<file path="src/rtl/iarl_pkg.sv">
// iarl_pkg: shared types and constants for the indexed array list
// holds capacity and widths, word type, opcode and status codes, cell select and fsm state codes and beat structs
// no dependencies
`timescale 1ns / 1ps

package iarl_pkg;

   localparam int CAPACITY = 16;
   localparam int CAP_W    = $clog2(CAPACITY);
   localparam int CNT_W    = $clog2(CAPACITY + 1);
   localparam int INDEX_W  = 5;
   localparam int COUNT_W  = 5;
   localparam int CMP_W    = (CNT_W > INDEX_W) ? CNT_W : INDEX_W;

   typedef logic signed [31:0] word_type;

   typedef enum logic [3:0] {
      FN_GET       = 4'd0,
      FN_INS_AT    = 4'd1,
      FN_DEL_AT    = 4'd2,
      FN_INS_FIRST = 4'd3,
      FN_INS_LAST  = 4'd4,
      FN_DEL_FIRST = 4'd5,
      FN_DEL_LAST  = 4'd6,
      FN_WALK_FWD  = 4'd7,
      FN_WALK_BWD  = 4'd8
   } func_type;

   typedef enum logic [1:0] {
      ST_OK    = 2'd0,
      ST_RANGE = 2'd1,
      ST_FULL  = 2'd2,
      ST_EMPTY = 2'd3
   } status_type;

   typedef enum logic [1:0] {
      SEL_HOLD,
      SEL_LEFT,
      SEL_RIGHT,
      SEL_LOAD
   } sel_type;

   typedef enum logic {
      FSM_IDLE,
      FSM_WALK
   } fsm_type;

   typedef struct packed {
      logic [3:0]         func;
      logic [INDEX_W-1:0] index;
      word_type           value;
   } req_type;

   typedef struct packed {
      word_type           read_value;
      logic [1:0]         status;
      logic [COUNT_W-1:0] count;
      logic               last;
   } rsp_type;

endpackage

</file>
<file path="src/rtl/iarl_cell.sv">
// iarl_cell: one storage cell of the list chain
// holds one element and loads from its neighbours or the new word
// depends on iarl_pkg
`timescale 1ns / 1ps

module iarl_cell
   import iarl_pkg::*;
(
   input  logic     clock,
   input  sel_type  sel,
   input  word_type left_d,
   input  word_type right_d,
   input  word_type load_d,
   output word_type q
);

   word_type q_ff;
   word_type q_in;

   always_comb begin
      case (sel)
         SEL_LEFT:  q_in = left_d;
         SEL_RIGHT: q_in = right_d;
         SEL_LOAD:  q_in = load_d;
         default:   q_in = q_ff;
      endcase
   end

   always_ff @(posedge clock) begin
      q_ff <= q_in;
   end

   assign q = q_ff;

endmodule

</file>
<file path="src/rtl/indexed_array_list.sv">
// indexed_array_list: ordered list of signed words held in a chain of cells
// top level with control, walk sequencer and response register
// depends on iarl_pkg and iarl_cell
`timescale 1ns / 1ps

// Usage
// req channel (req_valid, req_ready, req_data) carries one operation per beat:
// get, insert or delete at an index, the front or the back, or a walk.
// rsp channel (rsp_valid, rsp_ready, rsp_data) returns one beat per operation,
// or one beat per element for a walk, with last set on the final beat.
// Get, insert and delete are done in the accepting cycle: every cell loads
// from itself, its left or right neighbour or the new word, so the whole
// tail shifts at once. The response is registered and appears in the cycle
// after acceptance; one operation can be taken every cycle while rsp_ready
// stays high. During a walk the sequencer steps one element per cycle, while
// rsp_ready stays high, through the read mux of the chain, and req_ready is
// low until its last beat has been loaded.
// A single response register sits between the channels; while rsp_ready is
// low the register holds its beat and no new request or walk beat is taken.
// Synchronous reset empties the list and the response register; element
// contents are not cleared and are never read before being written.

module indexed_array_list
   import iarl_pkg::*;
(
   input  logic    clock,
   input  logic    reset,
   input  logic    req_valid,
   output logic    req_ready,
   input  req_type req_data,
   output logic    rsp_valid,
   input  logic    rsp_ready,
   output rsp_type rsp_data
);

   fsm_type            fsm_ff, fsm_in;
   logic [CNT_W-1:0]   count_ff, count_in;
   logic [CAP_W-1:0]   walk_idx_ff, walk_idx_in;
   logic [CNT_W-1:0]   walk_left_ff, walk_left_in;
   logic               walk_fwd_ff, walk_fwd_in;
   logic               rsp_valid_ff, rsp_valid_in;
   rsp_type            rsp_ff, rsp_in;

   sel_type            sel [CAPACITY];
   word_type           cell_q [CAPACITY];
   logic [CAP_W-1:0]   rd_idx;
   word_type           rd_word;

   logic               slot_free;
   logic               accept;
   logic               is_walk;
   logic               walk_start;
   logic [CMP_W-1:0]   cnt_x;
   logic [CMP_W-1:0]   idx_x;
   logic [CMP_W-1:0]   pos;
   logic               ins_req, del_req, ins_ok, del_ok;
   status_type         st;
   word_type           rv;

   // cell chain
   for (genvar i = 0; i < CAPACITY; i++) begin : g_cell
      word_type left_w, right_w;
      if (i == 0) begin : g_head
         assign left_w = req_data.value;
      end else begin : g_body
         assign left_w = cell_q[i-1];
      end
      if (i == CAPACITY - 1) begin : g_tail
         assign right_w = '0;
      end else begin : g_inner
         assign right_w = cell_q[i+1];
      end
      iarl_cell u_cell (
         .clock   (clock),
         .sel     (sel[i]),
         .left_d  (left_w),
         .right_d (right_w),
         .load_d  (req_data.value),
         .q       (cell_q[i])
      );
   end

   assign slot_free  = !rsp_valid_ff || rsp_ready;
   assign accept     = req_valid && req_ready;
   assign is_walk    = (req_data.func == FN_WALK_FWD) || (req_data.func == FN_WALK_BWD);
   assign walk_start = accept && is_walk && (count_ff != '0);
   assign cnt_x      = CMP_W'(count_ff);
   assign idx_x      = CMP_W'(req_data.index);
   assign rd_idx     = (fsm_ff == FSM_WALK) ? walk_idx_ff : CAP_W'(req_data.index);
   assign rd_word    = cell_q[rd_idx];

   // next state
   always_comb begin
      fsm_in = fsm_ff;
      unique case (fsm_ff)
         FSM_IDLE: begin
            if (walk_start) fsm_in = FSM_WALK;
         end
         FSM_WALK: begin
            if (slot_free && walk_left_ff == CNT_W'(1)) fsm_in = FSM_IDLE;
         end
         default: fsm_in = FSM_IDLE;
      endcase
   end

   // operation decode
   always_comb begin
      ins_req = 1'b0;
      del_req = 1'b0;
      ins_ok  = 1'b0;
      del_ok  = 1'b0;
      pos     = '0;
      st      = ST_OK;
      rv      = '0;
      unique case (req_data.func)
         FN_GET: begin
            if (idx_x < cnt_x) rv = rd_word;
            else st = ST_RANGE;
         end
         FN_INS_AT: begin
            ins_req = 1'b1;
            pos     = idx_x;
         end
         FN_INS_FIRST: begin
            ins_req = 1'b1;
         end
         FN_INS_LAST: begin
            ins_req = 1'b1;
            pos     = cnt_x;
         end
         FN_DEL_AT: begin
            del_req = 1'b1;
            pos     = idx_x;
         end
         FN_DEL_FIRST: begin
            del_req = 1'b1;
         end
         FN_DEL_LAST: begin
            del_req = 1'b1;
            pos     = cnt_x - CMP_W'(1);
         end
         FN_WALK_FWD, FN_WALK_BWD: begin
            if (count_ff == '0) st = ST_EMPTY;
         end
         default: ;
      endcase
      if (ins_req) begin
         if (pos > cnt_x) st = ST_RANGE;
         else if (cnt_x >= CMP_W'(CAPACITY)) st = ST_FULL;
         else ins_ok = 1'b1;
      end
      if (del_req) begin
         if (count_ff == '0) st = ST_EMPTY;
         else if (pos >= cnt_x) st = ST_RANGE;
         else del_ok = 1'b1;
      end
   end

   // outputs and register inputs
   always_comb begin
      req_ready    = (fsm_ff == FSM_IDLE) && slot_free;
      count_in     = count_ff;
      walk_idx_in  = walk_idx_ff;
      walk_left_in = walk_left_ff;
      walk_fwd_in  = walk_fwd_ff;
      rsp_in       = rsp_ff;
      rsp_valid_in = rsp_valid_ff && !rsp_ready;
      for (int i = 0; i < CAPACITY; i++) begin
         sel[i] = SEL_HOLD;
         if (accept && ins_ok) begin
            if (CMP_W'(i) > pos) sel[i] = SEL_LEFT;
            else if (CMP_W'(i) == pos) sel[i] = SEL_LOAD;
         end else if (accept && del_ok) begin
            if (CMP_W'(i) >= pos) sel[i] = SEL_RIGHT;
         end
      end
      unique case (fsm_ff)
         FSM_IDLE: begin
            if (accept && ins_ok) count_in = count_ff + CNT_W'(1);
            else if (accept && del_ok) count_in = count_ff - CNT_W'(1);
            if (walk_start) begin
               walk_fwd_in  = (req_data.func == FN_WALK_FWD);
               walk_idx_in  = (req_data.func == FN_WALK_FWD) ? '0
                              : CAP_W'(count_ff - CNT_W'(1));
               walk_left_in = count_ff;
            end else if (accept) begin
               rsp_in.read_value = rv;
               rsp_in.status     = st;
               rsp_in.count      = COUNT_W'(count_in);
               rsp_in.last       = 1'b1;
               rsp_valid_in      = 1'b1;
            end
         end
         FSM_WALK: begin
            if (slot_free) begin
               rsp_in.read_value = rd_word;
               rsp_in.status     = ST_OK;
               rsp_in.count      = COUNT_W'(count_ff);
               rsp_in.last       = (walk_left_ff == CNT_W'(1));
               rsp_valid_in      = 1'b1;
               walk_left_in      = walk_left_ff - CNT_W'(1);
               walk_idx_in       = walk_fwd_ff ? walk_idx_ff + CAP_W'(1)
                                               : walk_idx_ff - CAP_W'(1);
            end
         end
         default: ;
      endcase
   end

   always_ff @(posedge clock) begin
      if (reset) begin
         fsm_ff       <= FSM_IDLE;
         count_ff     <= '0;
         walk_left_ff <= '0;
         rsp_valid_ff <= 1'b0;
      end else begin
         fsm_ff       <= fsm_in;
         count_ff     <= count_in;
         walk_left_ff <= walk_left_in;
         rsp_valid_ff <= rsp_valid_in;
      end
   end

   always_ff @(posedge clock) begin
      walk_idx_ff <= walk_idx_in;
      walk_fwd_ff <= walk_fwd_in;
      rsp_ff      <= rsp_in;
   end

   assign rsp_valid = rsp_valid_ff;
   assign rsp_data  = rsp_ff;

`ifndef SYNTHESIS
   a_count_cap: assert property (@(posedge clock) disable iff (reset)
      count_ff <= CNT_W'(CAPACITY))
      else $error("element count above capacity");

   a_walk_blocks: assert property (@(posedge clock) disable iff (reset)
      fsm_ff == FSM_WALK |-> !req_ready && walk_left_ff != '0)
      else $error("walk running with request side open or nothing left");

   a_walk_count_hold: assert property (@(posedge clock) disable iff (reset)
      fsm_ff == FSM_WALK |=> $stable(count_ff))
      else $error("count changed during walk");

   a_insert_grows: assert property (@(posedge clock) disable iff (reset)
      accept && ins_ok |=> count_ff == $past(count_ff) + CNT_W'(1))
      else $error("accepted insert did not grow the list");

   a_walk_last: assert property (@(posedge clock) disable iff (reset)
      fsm_ff == FSM_WALK && slot_free && walk_left_ff == CNT_W'(1)
      |=> fsm_ff == FSM_IDLE && rsp_valid_ff && rsp_ff.last)
      else $error("walk ended without a last beat");
`endif

endmodule
</file>
<file path="config.mk">
export PLATFORM = sky130hd
export DESIGN_NAME = indexed_array_list
export DESIGN_NICKNAME = d
export VERILOG_FILES = /design/src/rtl/iarl_pkg.sv /design/src/rtl/iarl_cell.sv /design/src/rtl/indexed_array_list.sv
export SDC_FILE = /design/constraint.sdc
export NUM_CORES = 1
export LEC_CHECK = 0
export ABC_AREA = 0
export ABC_CLOCK_PERIOD_IN_PS = 9850
export BUFFER_PORTS_ARGS = -buffer_cell sky130_fd_sc_hd__buf_4
export CORE_ASPECT_RATIO = 1.25
export CORE_MARGIN = 3
export CORE_UTILIZATION = 60
export CTS_CLUSTER_SIZE = 25
export DETAILED_ROUTE_END_ITERATION = 10
export PLACE_DENSITY = 0.77
export SLEW_MARGIN = 20
export SYNTH_ARGS = -nofsm -noshare
export SYNTH_HDL_FRONTEND = slang
export SYNTH_SLANG_ARGS = --single-unit
</file>
<file path="constraint.sdc">
create_clock -name clock -period 9.85 [get_ports clock]
set_input_delay 2.4625 -clock clock [delete_from_list [all_inputs] [get_ports clock]]
set_output_delay 2.4625 -clock clock [all_outputs]
set_load 0.05 [all_outputs]
</file>
Word level (Yosys, flattened, before mapping)
Cells that the tools add are included.
Word-level totals
  bits in registers: 569
  input port bits: 45
  bits in latches: 0
  output and inout bits: 42
  logic and storage cells: 327
  ROM bits: 0
  memories: 0
  bits in writable memories: 0
Cells by class
  shift operators: 0
  magnitude comparators: 37
  equality and inequality tests: 76
  muxes and demuxes: 141
  $mul: 0
  bitwise gates (word level): 2
  add/subtract/negate cells: 5
  div/mod/pow operators: 0
  reductions and logical operators: 40
Operators with widths (number)
  $pmux 32 s3: 15
  $mux 2: 87
  $bmux 32 s4: 1
  $mux 32: 4
  $mux 40: 3
  $pmux 40 s2: 1
  $eq 2x2->1 const B: 32
  $pmux 32 s2: 1
  $reduce_bool 3->1: 15
  $eq 4x5->1 const A: 8
  $ge 4x5->1 const A: 8
  $gt 4x5->1 const A: 8
  $eq 2x1->1 const B: 16
  $eq 3x5->1 const A: 4
  $ge 3x5->1 const A: 4
  $gt 3x5->1 const A: 4
  $mux 4: 5
  $mux 5: 4
  $eq 4x3->1 const B: 4
  $pmux 5 s3: 1
  $mux 1: 14
  $eq 2x5->1 const A: 2
  $ge 1x5->1 const A: 2
  $ge 2x5->1 const A: 2
  other kinds (34): 56

Longest topological paths before layout
Gate-level depths: netlist of the first run.
  depth in word-level cells: 13
  mapped depth: 20
  gate-level depth less buffers: 14

Cells and area by module
From an unflattened synthesis of the first run, not the netlist that was laid out.
Second synthesis, totals
  cell total of the unflattened synthesis: 2895
  area, all modules: 34259.1 um^2
By module, submodules not included
  iarl_cell: sequential area each 960.9 um^2, instances 16, area an instance 1672.9 um^2, cells an instance 140
  indexed_array_list: sequential area each 1591.5 um^2, instances 1, area an instance 7493.4 um^2, cells an instance 655

Worst setup path after synthesis of the first run
OpenSTA, ideal clock, no wires.
  path kind: in2reg
  start point: input req_data[38] (netlist name)
  end point: register g_cell[0].u_cell.q_ff[0] (enable)
  arrival time: 8245 ps
  data required time: 9349 ps
  path buffers: 6
  library setup time: 501 ps
  cell stages on the path: 17
  setup slack: 1104 ps
  cells stage by stage: buf_4 buf_4 and3b_1 o21ai_1 a21o_1 buf_2 inv_2 buf_2 ha_1 and3_1 and3_1 a2bb2oi_1 o21ai_1 clkbuf_1 buf_2 nand2_1 nor4_1
On the way
  cells in the longest elaborated chain, start to end: 13
  elaborated cells on any way between the ends: 34
  those cells by class: order compare (4); eq/ne (9); mux (13); reduce/logical (8)
Ends and longest elaborated chain
  start: declaration: RTL line indexed_array_list.sv:30  | input req_type req_data,
  $eq 4x2->1 or $eq 4x1->1 (tied branches): RTL line indexed_array_list.sv:115  | unique case (req_data.func)
  $reduce_or 2->1 (no line)
  $pmux 5 s3: RTL line indexed_array_list.sv:115
  $ge 5x5->1: RTL line indexed_array_list.sv:154  | else if (pos >= cnt_x) st = ST_RANGE;
  $mux 1: RTL line indexed_array_list.sv:154
  $mux 1: RTL line indexed_array_list.sv:153  | if (count_ff == '0) st = ST_EMPTY;
  $mux 1: RTL line indexed_array_list.sv:152  | if (del_req) begin
  $logic_and 1x1->1: RTL line indexed_array_list.sv:173  | end else if (accept && del_ok) begin
  $mux 2: RTL line indexed_array_list.sv:173
  $mux 2 *: RTL line indexed_array_list.sv:170  | if (accept && ins_ok) begin
  $eq 2x1->1 or $eq 2x2->1 (tied branches): RTL line iarl_cell.sv:21  | case (sel)
  $reduce_or 2->1 (no line)
  $reduce_bool 2->1 (no line) *
  end signal: assignment: RTL line iarl_cell.sv:30  | q_ff <= q_in;
  end: declaration: RTL line iarl_cell.sv:17  | word_type q_ff;
Every way passes the cells marked *; elsewhere a longest branch is shown, timed or not.
A chain may end at the register's enable or synchronous reset.

Worst setup path after layout of the first run
  start point: input req_data[38] (netlist name)
  end point: register g_cell[12].u_cell.q_ff[10] (enable)
On the way
  cells in the longest elaborated chain, start to end: 12
  elaborated cells on any way between the ends: 33
  those cells by class: order compare (4); eq/ne (10); mux (13); reduce/logical (6)
Ends and longest elaborated chain (RTL line)
  $eq 4x2->1 or $eq 4x1->1 (tied branches): indexed_array_list.sv:115
  $reduce_or 2->1 (no line)
  $pmux 5 s3: indexed_array_list.sv:115
  $ge 5x5->1: indexed_array_list.sv:154
  $mux 1: indexed_array_list.sv:154
  $mux 1: indexed_array_list.sv:153
  $mux 1: indexed_array_list.sv:152
  $logic_and 1x1->1: indexed_array_list.sv:173
  $mux 2: indexed_array_list.sv:173
  $mux 2 *: indexed_array_list.sv:170
  $eq 2x1->1 or $eq 2x2->1 (tied branches): iarl_cell.sv:21
  $reduce_bool 3->1 (no line) *
  end signal: assignment: iarl_cell.sv:30
  end: declaration: iarl_cell.sv:17
Marks and branches as above.

==> impl_results.md, run 1 <==
- Total global routing track utilization: 35.9%
- Vias in the first global route: 24.9k
- Final HPWL from detailed placement: 65200 um
- YS warnings: 0
- Total routed wirelength: 105000 um
- Total iterations of the first detailed-routing run: 5
- Static Leak: 12.8 nW
- First-pass GRT wire length: 158000 um
- Register area: 17000 um2
- Clock slew seen by the registers of the worst setup and hold paths: 0.06 ns
- Count of cell types in the netlist: 82
- Number of failing setup endpoints in the final timing report: 0
- Layout area overhead: 9.28%
- Cell at the slowest stage of the critical path: sky130_fd_sc_hd__nor2_4
- Slowest cell delay on critical path: 1.14 ns
- Count of buffering cells on the critical path with inverters included: 3
- Final critical-path share of the clock period: 75.8%
- Worst Setup Path Type: in -> reg
- Antenna-violating nets left: 0
- Number of gates given a new drive strength after cts: 0
- Run status: completed
- Top cell by count, worst path: sky130_fd_sc_hd__buf_4
- Slew of the pin with the lowest slew margin: 1.15 ns
- Number of core rows: 95
- DRC marker count from the first detailed-route iteration: 4003
- TritonCTS clock tree: done
- Path class of the lowest-slack min-delay path: reg -> reg
- Antenna violations before repair: 3
- Die Span Y: 267 um
- CP Launch Type: primary input
- Average detailed-routed wire length per instance: 30.6 um
- Post-CTS Setup Bufs: 0
- RSZ-0062 raised after global routing: no
- Largest area contributor in the netlist: sky130_fd_sc_hd__edfxtp_1
- Critical Path Sink Type: register
- Cell count after synthesis: 2763
- Inserted Clock Buffers: 58
- Post-route setup TNS: 0 ns
- Post-synth EDFFs: 557
- Number of buffers inserted for hold repair after clock tree synthesis: 0
- RePlAce Congestion: 0.940
- Peak Freq: 0.134 GHz
- Master cell of the clock root buffer: sky130_fd_sc_hd__clkbuf_16
- Share of the yosys chip area belonging to registers: 51.7%
- Clock sink count: 569
- H-tree lvl count: 2
- Pwr Density: 154 nW/um2
- Vias per cell: 7.46
- Most instantiated flip-flop cell in the synthesis netlist: sky130_fd_sc_hd__edfxtp_1
- # fillers: 4003
- Number of pins with negative max-slew slack in the final report: 0
- Core box area: 54000 um2
- Delay-heaviest family, CP: compound AO/OA/AOI/OAI gates
- Number of failing hold endpoints at the final stage: 0
- Top-level port count: 87
- Post-synthesis cell area: 32800 um2
- Starting density of the core: 60.8%
- Pin count of the biggest net entering global routing: 129
- Async S/R FF share, synth: 0%
- Clock period minus worst slack: 7.47 ns
- Average cell area after synthesis: 11.9 um2
- Share of cells above drive strength 1: 17.7%
- Cell types with the largest area share after synthesis: sky130_fd_sc_hd__edfxtp_1 (51%), sky130_fd_sc_hd__mux4_2 (8.8%), sky130_fd_sc_hd__a22o_1 (5.9%)
- Max transition margin: 21.2%
- Cell Chain, Critical Path: buf_4 -> nor4bb_1 -> o31ai_1 -> o21a_1 -> inv_2 -> ha_1 -> a21oi_1 -> o31ai_2 -> o21ai_1 -> buf_4 -> nand2_1 -> nor2_4
- Endpoint required time on the critical path: 10.11 ns
- Total via count in the routed design: 25.7k
- Max Cap Viol: 0
- Post-synthesis net count: 2824
- Area occupied by multi-input gates: 14800 um2
- Worst Clk Skew: 0.0229 ns
- Worst voltage drop across the vdd grid: 0.152 mV
- Critical path arrival: 7.72 ns
- Number of remaining DRC errors: 0
- Share of Yosys cell area claimed by the top area cell type: 51.0%
- Final layout net count: 2739
- Maximum clock insertion buffer count: 3
- Remaining global-route overflow: 0
- Critical Path Fanout Max: 32
- Number of flip-flops and latches in the synthesized netlist: 569
- Die area: 57600 um2
- Worst-Skew Late Latency: 0.65 ns
- Buffers on Ports: 86
- Chip width: 215 um
- Total power draw: 0.00551 W
[power by group]
group | total, W | internal, W | switching (W)
Sequential | 0.00276 | 0.00271 | 0.0000459
Combinational | 0.000519 | 0.000180 | 0.000339
Clock | 0.00223 | 0.00127 | 0.000968
Total | 0.00551 | 0.00416 | 0.00135
[worst reg2reg max path, cell delays in order (launching register included)]
cell and delay [ns]:
sky130_fd_sc_hd__dfxtp_1 0.69, sky130_fd_sc_hd__inv_1 0.24, sky130_fd_sc_hd__ha_1 0.39, sky130_fd_sc_hd__nor3b_1 0.20, sky130_fd_sc_hd__xnor2_1 0.19, sky130_fd_sc_hd__o21a_1 0.65, sky130_fd_sc_hd__inv_2 0.33, sky130_fd_sc_hd__ha_1 0.39
sky130_fd_sc_hd__a21oi_1 0.17, sky130_fd_sc_hd__o31ai_2 0.14, sky130_fd_sc_hd__o21ai_1 0.75, sky130_fd_sc_hd__buf_4 0.31, sky130_fd_sc_hd__nand2_1 0.67, sky130_fd_sc_hd__nor2_4 1.14
[layer usage]
metal	wire, um	global-route usage [%]	share of wire [%]
met1	38300	50.2	36
met5	13	0	0.012
met2	47100	54.2	45
met4	5140	15.6	4.9
met3	14900	8.79	14
[cells in the final DEF (no fill, tap or decap), types with 15 or more instances in the layout]
cell and count:
sky130_fd_sc_hd__mux2_2 49, sky130_fd_sc_hd__clkbuf_16 59, sky130_fd_sc_hd__mux2i_1 33, sky130_fd_sc_hd__nand2_1 406, sky130_fd_sc_hd__a22o_1 220, sky130_fd_sc_hd__ha_1 15
sky130_fd_sc_hd__a21o_1 163, sky130_fd_sc_hd__nor2_1 64, sky130_fd_sc_hd__nor2b_1 37, sky130_fd_sc_hd__edfxtp_1 557, sky130_fd_sc_hd__a21boi_0 34, sky130_fd_sc_hd__buf_4 154
sky130_fd_sc_hd__a22oi_1 130, sky130_fd_sc_hd__nand3_1 80, sky130_fd_sc_hd__o21a_1 37, sky130_fd_sc_hd__o22a_1 33, sky130_fd_sc_hd__mux4_2 128, sky130_fd_sc_hd__a21oi_1 21
sky130_fd_sc_hd__o21ai_0 83, sky130_fd_sc_hd__mux2_1 48, sky130_fd_sc_hd__a211oi_1 66, sky130_fd_sc_hd__nor3_1 41, sky130_fd_sc_hd__o21ai_1 33
[area by class of cell]
| class | count | share of cell area, % |
|---|---|---|
| sequential | 569 | 47.3 |
| inverter | 18 | 0.188 |
| timing repair buffer | 157 | 3.41 |
| antenna | 2 | 0.0140 |
| clock buffer | 75 | 4.34 |
| clock inverter | 27 | 0.837 |
| multi-input combinational | 1874 | 41.4 |
| tap | 727 | 2.54 |
[final timing paths]
path	cells past startpoint	end	start	slack, ns
worst min-delay path	2	walk_left_ff[3]	walk_left_ff[3]	0.54
worst max-delay path	12	g_cell[12].u_cell.q[10]	req_data[38]	2.38
worst max register to register	13	g_cell[12].u_cell.q[10]	cnt_x[0]	3.18
worst min register to register	2	walk_left_ff[3]	walk_left_ff[3]	0.54
[cell families after synthesis]
family	synth area share, %
flip-flops	51.7
buffers and inverters	4.08
AND/OR/NAND/NOR	10.1
XOR/XNOR	0.263
adder cells (fa/ha/maj)	0.633
AO/OA/AOI/OAI	20.0
multiplexers	13.2
[synthesized netlist by cell type, types with 4 or more instances]
cell type / instances
sky130_fd_sc_hd__a211oi_1: 67
sky130_fd_sc_hd__a21boi_0: 34
sky130_fd_sc_hd__a21o_1: 163
sky130_fd_sc_hd__a21oi_1: 25
sky130_fd_sc_hd__a22o_1: 220
sky130_fd_sc_hd__a22oi_1: 130
sky130_fd_sc_hd__and3_1: 4
sky130_fd_sc_hd__and4_1: 5
sky130_fd_sc_hd__buf_1: 37
sky130_fd_sc_hd__buf_2: 72
sky130_fd_sc_hd__buf_6: 5
sky130_fd_sc_hd__clkbuf_1: 185
sky130_fd_sc_hd__dfxtp_1: 12
sky130_fd_sc_hd__edfxtp_1: 557
sky130_fd_sc_hd__ha_1: 15
sky130_fd_sc_hd__inv_1: 14
sky130_fd_sc_hd__inv_2: 4
sky130_fd_sc_hd__mux2_1: 48
sky130_fd_sc_hd__mux2_2: 49
sky130_fd_sc_hd__mux2i_1: 37
sky130_fd_sc_hd__mux4_2: 128
sky130_fd_sc_hd__nand2_1: 406
sky130_fd_sc_hd__nand2b_1: 4
sky130_fd_sc_hd__nand3_1: 80
sky130_fd_sc_hd__nand3b_1: 4
sky130_fd_sc_hd__nand4_1: 12
sky130_fd_sc_hd__nor2_1: 78
sky130_fd_sc_hd__nor2b_1: 37
sky130_fd_sc_hd__nor3_1: 44
sky130_fd_sc_hd__nor3_2: 6
sky130_fd_sc_hd__nor4_2: 7
sky130_fd_sc_hd__nor4bb_1: 7
sky130_fd_sc_hd__o21a_1: 38
sky130_fd_sc_hd__o21ai_0: 84
sky130_fd_sc_hd__o21ai_1: 35
sky130_fd_sc_hd__o22a_1: 33
sky130_fd_sc_hd__o22ai_1: 5
sky130_fd_sc_hd__o31ai_1: 5
sky130_fd_sc_hd__xnor2_1: 7
[sequential cells by signal, summed over array words and instances, names as in the netlist]
name             count
cnt_x                5
fsm_ff               1
g_cell.u_cell.q    512
rsp_data            40
rsp_valid            1
walk_fwd_ff          1
walk_idx_ff          4
walk_left_ff         5
[stage by stage]
| stage | instance area (um2) | hold slack, ns | utilization, % | worst slack, ns | std cells |
|---|---|---|---|---|---|
| 2_1_floorplan | 32800 | 0.480 | - | 1.10 | 2763 |
| 3_3_place_gp | 34000 | 0.495 | 63.0 | 1.98 | 3344 |
| 3_5_place_dp | 34000 | 0.516 | 63.0 | 1.90 | 3344 |
| 4_1_cts | 35800 | 0.533 | 66.4 | 2.55 | 3446 |
| 5_1_grt | 35900 | 0.561 | 66.5 | 2.14 | 3449 |
| 6_report | 35900 | 0.538 | 66.5 | 2.38 | 3449 |
(Power assumes the default switching activity.)
==> run 2: changes to the inputs <==
--- a/config.mk
+++ b/config.mk
@@ -6,11 +6,11 @@
 export NUM_CORES = 1
 export LEC_CHECK = 0
 export ABC_AREA = 0
-export ABC_CLOCK_PERIOD_IN_PS = 9850
+export ABC_CLOCK_PERIOD_IN_PS = 6100
 export BUFFER_PORTS_ARGS = -buffer_cell sky130_fd_sc_hd__buf_4
 export CORE_ASPECT_RATIO = 1.25
 export CORE_MARGIN = 3
-export CORE_UTILIZATION = 60
+export CORE_UTILIZATION = 57
 export CTS_CLUSTER_SIZE = 25
 export DETAILED_ROUTE_END_ITERATION = 10
 export PLACE_DENSITY = 0.77
==> constraint.sdc (replaced) <==
create_clock -name clock -period 6.1 [get_ports clock]
set_input_delay 1.525 -clock clock [delete_from_list [all_inputs] [get_ports clock]]
set_output_delay 1.525 -clock clock [all_outputs]
set_load 0.05 [all_outputs]
==> run 2 against run 1 <==
  * Power rose by 62%
  * Sequential share of layout area fell by 0.69 points
  * Sequential cell count did not move
  * Combinational power rose by 68%
  * Non-clock buffer count rose by 36
  * Global-route usage fell by 0.74 points
  * Utilization fell by 2.1 points
  * First-iteration DRC count fell by 0.20%
  * Critical endpoint is now g_cell[6].u_cell.q[29]
  * Largest power group unchanged
==> impl_results.md, run 2 (synthesized netlist as in run 1, its figures left out) <==
- Number of buffers inserted for hold repair after clock tree synthesis: 0
- DRC marker count from the first detailed-route iteration: 3995
- Non-filler instance count after layout: 3509
- Final critical-path share of the clock period: 85.5%
- TritonCTS clock tree: done
- CP Launch Type: register
- Top-level port count: 87
- Endpoint required time on the critical path: 6.48 ns
- Clock period minus worst slack: 5.22 ns
- Max Cap Viol: 0
- Antenna-violating nets left: 0
- Clock slew seen by the registers of the worst setup and hold paths: 0.06 ns
- Cell Chain, Critical Path: inv_1 -> ha_1 -> and3b_1 -> o21ai_1 -> a21o_1 -> inv_2 -> ha_1 -> nand3_1 -> o31ai_2 -> o21ai_1 -> and4_1 -> o211ai_4 -> buf_12 -> mux2_2
- Net switching power of the design: 0.00222 W
- Max transition margin: 24.6%
- H-tree lvl count: 2
- Part of the power in combinational logic: 9.7%
- Cell at the slowest stage of the critical path: sky130_fd_sc_hd__o211ai_4
- Clk network pwr share: 40.6%
- Setup slack, reg-to-reg: 0.88 ns
- Pin count of the biggest net entering global routing: 79
- Worst voltage drop across the vdd grid: 0.244 mV
- Path class of the lowest-slack min-delay path: reg -> reg
- Placed cell count: 3396
- Number of failing hold endpoints at the final stage: 0
- RSZ-0062 raised after global routing: no
- Clock sink count: 569
- Number of failing setup endpoints in the final timing report: 0
- Remaining global-route overflow: 0
- Number of core rows: 97
- Peak Freq: 0.192 GHz
- Total iterations of the first detailed-routing run: 6
- RePlAce Congestion: 0.925
- Count of buffering cells on the critical path with inverters included: 3
- Maximum clock insertion buffer count: 3
- Pwr Density: 246 nW/um2
- Worst Setup Path Type: reg -> reg
- Crit. path cell count: 14
- Critical Path Sink: g_cell[6].u_cell.q[29]
- Run status: completed
- Die Span Y: 274 um
- Antenna violations before repair: 5
- First-pass GRT wire length: 161000 um
- Vias in the first global route: 25.9k
- Starting density of the core: 58.0%
- Inserted Clock Buffers: 57
- Core box area: 56600 um2
- Slowest cell delay on critical path: 0.87 ns
- Die area: 60500 um2
- Register share of total power: 49.7%
- Number of gates given a new drive strength after cts: 0
- Number of pins with negative max-slew slack in the final report: 0
- Commonest cells after routing, fill and taps aside: sky130_fd_sc_hd__edfxtp_1 (557), sky130_fd_sc_hd__nand2_1 (406), sky130_fd_sc_hd__a22o_1 (220), sky130_fd_sc_hd__buf_4 (177), sky130_fd_sc_hd__a21o_1 (163)
- Most common cell after layout, fill and taps aside: sky130_fd_sc_hd__edfxtp_1
- Final layout net count: 2774
- Final HPWL from detailed placement: 68300 um
- Share of cells above drive strength 1: 19.0%
- Number of cells on the worst reg-to-reg path: 14
- Total via count in the routed design: 26.2k
- Destination of the worst register-to-register timing path: g_cell[6].u_cell.q[29]
- Buffers on Ports: 86
- Start point of the critical path: cnt_x[1]
- Static Leak: 13.1 nW
- Reg2Reg Launch Point: cnt_x[1]
- Vias per cell: 7.47
- Total routed wirelength: 108000 um
- Slew of the pin with the lowest slew margin: 1.11 ns
- Layout area overhead: 10.9%
- Average detailed-routed wire length per instance: 30.6 um
- Total power draw: 0.00896 W
- Number of remaining DRC errors: 0
- Worst-Skew Late Latency: 0.65 ns
- Switching share of power: 24.8%
- Flip-flop count of the largest register after layout: 512
- Worst Clk Skew: 0.0308 ns
- Delay-heaviest family, CP: compound AO/OA/AOI/OAI gates
- Critical Path Sink Type: register
- Post-CTS Setup Bufs: 0
- Master cell of the clock root buffer: sky130_fd_sc_hd__clkbuf_16
- Critical path arrival: 5.60 ns
- Chip width: 221 um
- Total global routing track utilization: 35.2%
- Cell-internal power: 0.00673 W
- Critical Path Fanout Max: 18
==> run 2: cell count changes in the layout (fill, tap and decap cells not counted), sizes merged <==
| cell | previous run | this run |
|---|---|---|
| buf | 157 | 193 |
| bufinv | 6 | 7 |
| clkbuf | 75 | 66 |
| clkinv | 16 | 29 |
| clkinvlp | 2 | 3 |
| diode | 2 | 5 |
==> run 2: metal layers <==
| layer | vias to the layer above | part of all wire, % | global-route usage [%] |
|---|---|---|---|
| met4 | 0 | 4.7 | 16.6 |
| met2 | 2308 | 46 | 54.0 |
| met1 | 12800 | 35 | 46.9 |
| met3 | 381 | 14 | 9.23 |
| li1 | 10700 | - | - |
| met5 | - | 0 | 0.417 |
==> run 2: worst min-delay path, cell delays in order (launching register included) <==
cell	delay, ns
sky130_fd_sc_hd__dfxtp_1	0.35
sky130_fd_sc_hd__a22oi_1	0.09
sky130_fd_sc_hd__nor2_1	0.09
==> run 2: through the flow <==
step	utilization [%]	TNS, ns	instance area [um2]	hold slack [ns]	setup slack, ns
final	64.4	0	36400	0.562	0.884
after global placement	60.9	0	34500	0.508	0.554
after CTS	64.3	0	36400	0.555	1.04
after detailed placement	61.0	0	34500	0.538	0.478
after floorplan	-	-34.94	32900	0.480	-0.135
after global routing	64.4	0	36400	0.604	0.680
==> run 2: worst min path at each step <==
| stage | start | endpoint | cells past startpoint |
|---|---|---|---|
| finish | walk_left_ff[3] | walk_left_ff[3] | 2 |
| global route | g_cell[12].u_cell.q[31] | g_cell[13].u_cell.q[31] | 1 |
| CTS | walk_left_ff[3] | walk_left_ff[3] | 2 |
| detailed placement | walk_left_ff[3] | walk_left_ff[3] | 2 |
| global placement | walk_left_ff[3] | walk_left_ff[3] | 2 |
| floorplan | walk_left_ff[3] | walk_left_ff[3] | 2 |
==> run 2: power groups by stage <==
stage	clock network [W]	logic (W)	registers, W
2_1_floorplan	0	0.000507	0.00456
3_5_place_dp	0	0.000844	0.00453
5_1_grt	0.00379	0.000908	0.00446
3_3_place_gp	0	0.000825	0.00452
6_report	0.00363	0.000871	0.00445
4_1_cts	0.00365	0.000848	0.00445
==> run 2: layout make-up <==
type	instances	area, um2
Timing Repair Buffer	193	1660
Clock inverter	42	412
Antenna cell	5	12.5
Clock buffer	66	1480
Sequential cell	569	17000
Tap cell	742	928
Fill cell	4226	20200
Inverter	18	67.6
Multi-Input combinational cell	1874	14900
